[config.mk]
export PLATFORM = sky130hd
export DESIGN_NAME = lcas_cell
export DESIGN_NICKNAME = d
export VERILOG_FILES = /design/src/hw/rtl/lcas_pkg.sv /design/src/hw/rtl/lcas_cell.sv
export SDC_FILE = /design/constraint.sdc
export NUM_CORES = 1
export LEC_CHECK = 0
export BUFFER_PORTS_ARGS = -buffer_cell sky130_fd_sc_hd__clkbuf_2
export CORE_AREA = 2 2 39 41
export CTS_CLUSTER_SIZE = 8
export DETAILED_ROUTE_END_ITERATION = 16
export DIE_AREA = 0 0 41 43
export SYNTH_ARGS = -nofsm -noshare
export SYNTH_HDL_FRONTEND = slang
export SYNTH_SLANG_ARGS = --single-unit
[constraint.sdc]
create_clock -name clock -period 8 [get_ports clock]
set_input_delay 0.8 -clock clock [delete_from_list [all_inputs] [get_ports clock]]
set_output_delay 0.8 -clock clock [all_outputs]
set_load 0.05 [all_outputs]
[src/hw/rtl/lcas_pkg.sv]
package lcas_pkg;

   // grid bounds
   localparam int MAX_COLS = 64;
   localparam int MAX_ROWS = 64;

   // field and register widths
   localparam int KIND_W = 2;
   localparam int COL_W  = $clog2(MAX_COLS);
   localparam int ROW_W  = $clog2(MAX_ROWS);
   localparam int CFG_W  = 7;
   localparam int IDX_W  = 2;

   // sweep: prime the window, then one row written per cycle
   localparam int SWEEP_LAST = MAX_ROWS + 1;
   localparam int CNT_W      = $clog2(SWEEP_LAST + 1);
   localparam int CMP_W      = (CNT_W > CFG_W) ? CNT_W : CFG_W;

   localparam int RESET_SIZE = 64;

   typedef logic [CFG_W-1:0]    cfg_type;
   typedef logic [CNT_W-1:0]    cnt_type;
   typedef logic [CMP_W-1:0]    cmp_type;
   typedef logic [ROW_W-1:0]    row_type;
   typedef logic [COL_W-1:0]    col_type;
   typedef logic [ROW_W:0]      addr_type;
   typedef logic [MAX_COLS-1:0] line_type;

   typedef enum logic [KIND_W-1:0] {
      KIND_WRITE = 2'd0,
      KIND_STEP  = 2'd1,
      KIND_READ  = 2'd2
   } kind_type;

   typedef enum logic [IDX_W-1:0] {
      CSR_COLS = 2'd0,
      CSR_ROWS = 2'd1
   } csr_idx_type;

   typedef enum logic [2:0] {
      ST_IDLE  = 3'b001,
      ST_SWEEP = 3'b010,
      ST_READ  = 3'b100
   } state_type;

   // one column of the three-row window
   typedef struct packed {
      logic top;
      logic mid;
      logic bot;
   } lcas_col_type;

   // shared control for the cell row
   typedef struct packed {
      logic clear;
      logic shift;
   } lcas_ctl_type;

   function automatic cfg_type clamp_size(input cfg_type v, input int top);
      cfg_type r;
      if (v == '0) begin
         r = cfg_type'(1);
      end else if (int'(v) > top) begin
         r = cfg_type'(top);
      end else begin
         r = v;
      end
      return r;
   endfunction

endpackage

[src/hw/rtl/lcas_cell.sv]
module lcas_cell (
   input  logic                  clock,
   input  lcas_pkg::lcas_ctl_type ctl,
   input  logic                  col_en,
   input  logic                  row_bit,
   input  lcas_pkg::lcas_col_type left,
   input  lcas_pkg::lcas_col_type right,
   output lcas_pkg::lcas_col_type self_col,
   output logic                  next_bit
);

   logic       top_ff, top_in;
   logic       mid_ff, mid_in;
   logic       bot;
   logic [3:0] sum;

   // columns beyond the grid in use read as dead
   assign bot = row_bit & col_en;

   always_comb begin
      top_in = top_ff;
      mid_in = mid_ff;
      if (ctl.clear) begin
         top_in = 1'b0;
         mid_in = 1'b0;
      end else if (ctl.shift) begin
         top_in = mid_ff;
         mid_in = bot;
      end
   end

   always_ff @(posedge clock) begin
      top_ff <= top_in;
      mid_ff <= mid_in;
   end

   assign sum = 4'(left.top) + 4'(left.mid) + 4'(left.bot)
              + 4'(top_ff) + 4'(bot)
              + 4'(right.top) + 4'(right.mid) + 4'(right.bot);

   // B3/S23
   assign next_bit = col_en & ((sum == 4'd3) | (mid_ff & (sum == 4'd2)));

   assign self_col = '{top: top_ff, mid: mid_ff, bot: bot};

endmodule

==> run metrics <==
total CTS buffers 3; # rows 14; Critical Path AT 3.73 ns; GP Congestion 0.629; total global routing overflow 0; 1st-iter DRT viols 4; Clock Latency Late Sink 0.22 ns; Hold EP top_ff; Post-Syn Area 284 µm²; first-pass iteration count of the detailed router 2; Synthesized Nets 51; Avg Cell Area, Syn 8.61 µm²; R2R setup slack 7.38 ns; first-pass GRT wire length 779 µm; CTS tree yes; worst-path maximum fanout 2; Metal-1 WL 209 µm; max-slew violation count 0; core area 1380 µm²; Mapped Cells 33; die area 1760 µm²; Fin Hold WS 0.522 ns; WS Path Type in2out; vias in the first global route 236; critical hold path startpoint top_ff; Req. time, crit path 7.20 ns; Synth Area in Compound Gates 0.0485; io pins 15; initial antenna violation count 0; Die Ht 43 µm; Via density 3.68; Die Wd 41 µm; ant diodes 0; clk buf depth 2; wire per inst 7.30 µm; worst r2r dst top_ff; final hold vios 0; Buffers on Ports 14; fin crit period 4.53 ns; Max rail drop VDD 46.7 µV; number of clock sinks 2; Final setup viols 0; htree depth 1; Post-Route Utilization 0.270; max_cap viols 0; hpwl dp 423 µm; RSZ-0062 raised after global routing false; clk slew on worst S/H paths 0.03 ns; post_cts resized 0; Power Total 61.0 µW; Synth Area in XOR/XNOR 0; Yosys reg bits 2; met3 wire length 37 µm; largest family of logic cells by synthesized area adder cells; fin nets 67; multiplexer share of the synthesized area 0.0705; Final Skew 0.00292 ns; pwr dens 163 nW/µm²; area grow syn2layout 31.7%; met2 WL 213 µm; Post-Synth Simple-Gate Area 0.101; ANT nets after route 0; Crit. End Element primary output; CTS Hold Bufs 0; Initial Util 0.205; Synth Warn # 0; final period utilization 0.567; routed vias 232; Tot GR Track Use 0.0675; largest net degree at the start of global routing 5; layout cells sized above 1 0.383; Worst Hold Class reg2reg; max frequency 221 MHz; Worst-Margin Slew 0.277 ns; post-CTS setup buffers 0; Adder-Cell Fraction of Synth Area 0.414; Seq/Total Area, Yosys 0.141; status finished, final reports clean; synth unique cells 13; Leak 0.226 nW; residual DRC count 0; Setup TNS 0 ns; reg2reg path depth 2; Max Used Layer met3; Hold Path Stages 2; Worst R2R Start mid_ff; routed wire length 460 µm; crit start category input pin; root buffer cell clkbuf_4; relative slew slack 0.816
==> cell type report <==
type,instances,area (µm²)
tap,16,20.0
timing repair buffer,14,70.1
multi-input combinational,17,180
clock buffer,3,22.5
sequential,2,40.0
inverter,11,41.3
fill,145,1010
==> worst max path at each step <==
| stage | startpoint | endpoint | slack (ns) | cells past startpoint |
|---|---|---|---|---|
| after floorplan | left[0] | next_bit | 3.29 | 9 |
| after CTS | left[0] | next_bit | 3.44 | 12 |
| final | left[0] | next_bit | 3.47 | 12 |
| after detailed placement | left[0] | next_bit | 3.45 | 12 |
| after global placement | left[0] | next_bit | 3.47 | 12 |
| after global routing | left[0] | next_bit | 3.38 | 12 |
==> routing by layer <==
metal	vias to the layer above	track usage
li1	123	-
met1	99	0.0877
met2	10	0.0875
met3	0	0
met4	0	0.0800
met5	-	0
==> power breakdown <==
part	total, mW	leakage, nW	switching, mW	internal, mW
combinational	0.0289	0.196	0.0173	0.0116
sequential	0.0106	0.0163	0.000263	0.0104
clock	0.0214	0.0138	0.00496	0.0165
==> placed cells by master, fill, tap and decap left out, drive strengths merged <==
| master | n |
|---|---|
| o2111ai | 1 |
| nand2 | 2 |
| inv | 11 |
| nand2b | 1 |
| ha | 3 |
| nand3b | 1 |
| clkbuf | 17 |
| mux2i | 2 |
| dfxtp | 2 |
| fa | 4 |
| a21oi | 1 |
| nor2 | 2 |
==> cells in the mapped netlist <==
| master | number | share of area |
|---|---|---|
| inv_1 | 10 | 0.13 |
| fa_1 | 4 | 0.28 |
| buf_4 | 3 | 0.079 |
| ha_1 | 3 | 0.13 |
| dfxtp_1 | 2 | 0.14 |
| mux2i_1 | 2 | 0.070 |
| nand2_1 | 2 | 0.026 |
| nor2_1 | 2 | 0.026 |
| a21oi_1 | 1 | 0.018 |
| inv_2 | 1 | 0.013 |
| nand2b_1 | 1 | 0.022 |
| nand3b_1 | 1 | 0.026 |
| o2111ai_1 | 1 | 0.031 |
==> worst max-delay path, cell delays in order <==
cell and delay [ns]:
clkbuf_2 0.07, inv_1 0.04, fa_1 0.55, fa_1 0.43
fa_1 0.49, inv_1 0.04, ha_1 0.21, fa_1 0.45
nand2b_1 0.09, o2111ai_1 0.12, a21oi_1 0.14, clkbuf_2 0.29
==> cell families after synthesis <==
family          count (synthesis)
buf+inv                        14
fa+ha+maj                       7
simple gates                    6
compound gates                  2
mux                             2
flops                           2
==> registers in the layout (all words and copies together), names as in the netlist <==
signal / cells
mid_ff: 1
top_ff: 1
==> metrics by stage <==
stage	setup slack (ns)	instance area (µm²)	instances
finish	3.47	374	63
global route	3.38	374	63
CTS	3.44	374	63
detailed placement	3.45	352	60
global placement	3.47	352	60
floorplan	3.29	284	33
Note: power is estimated with default switching activity, not from simulation.
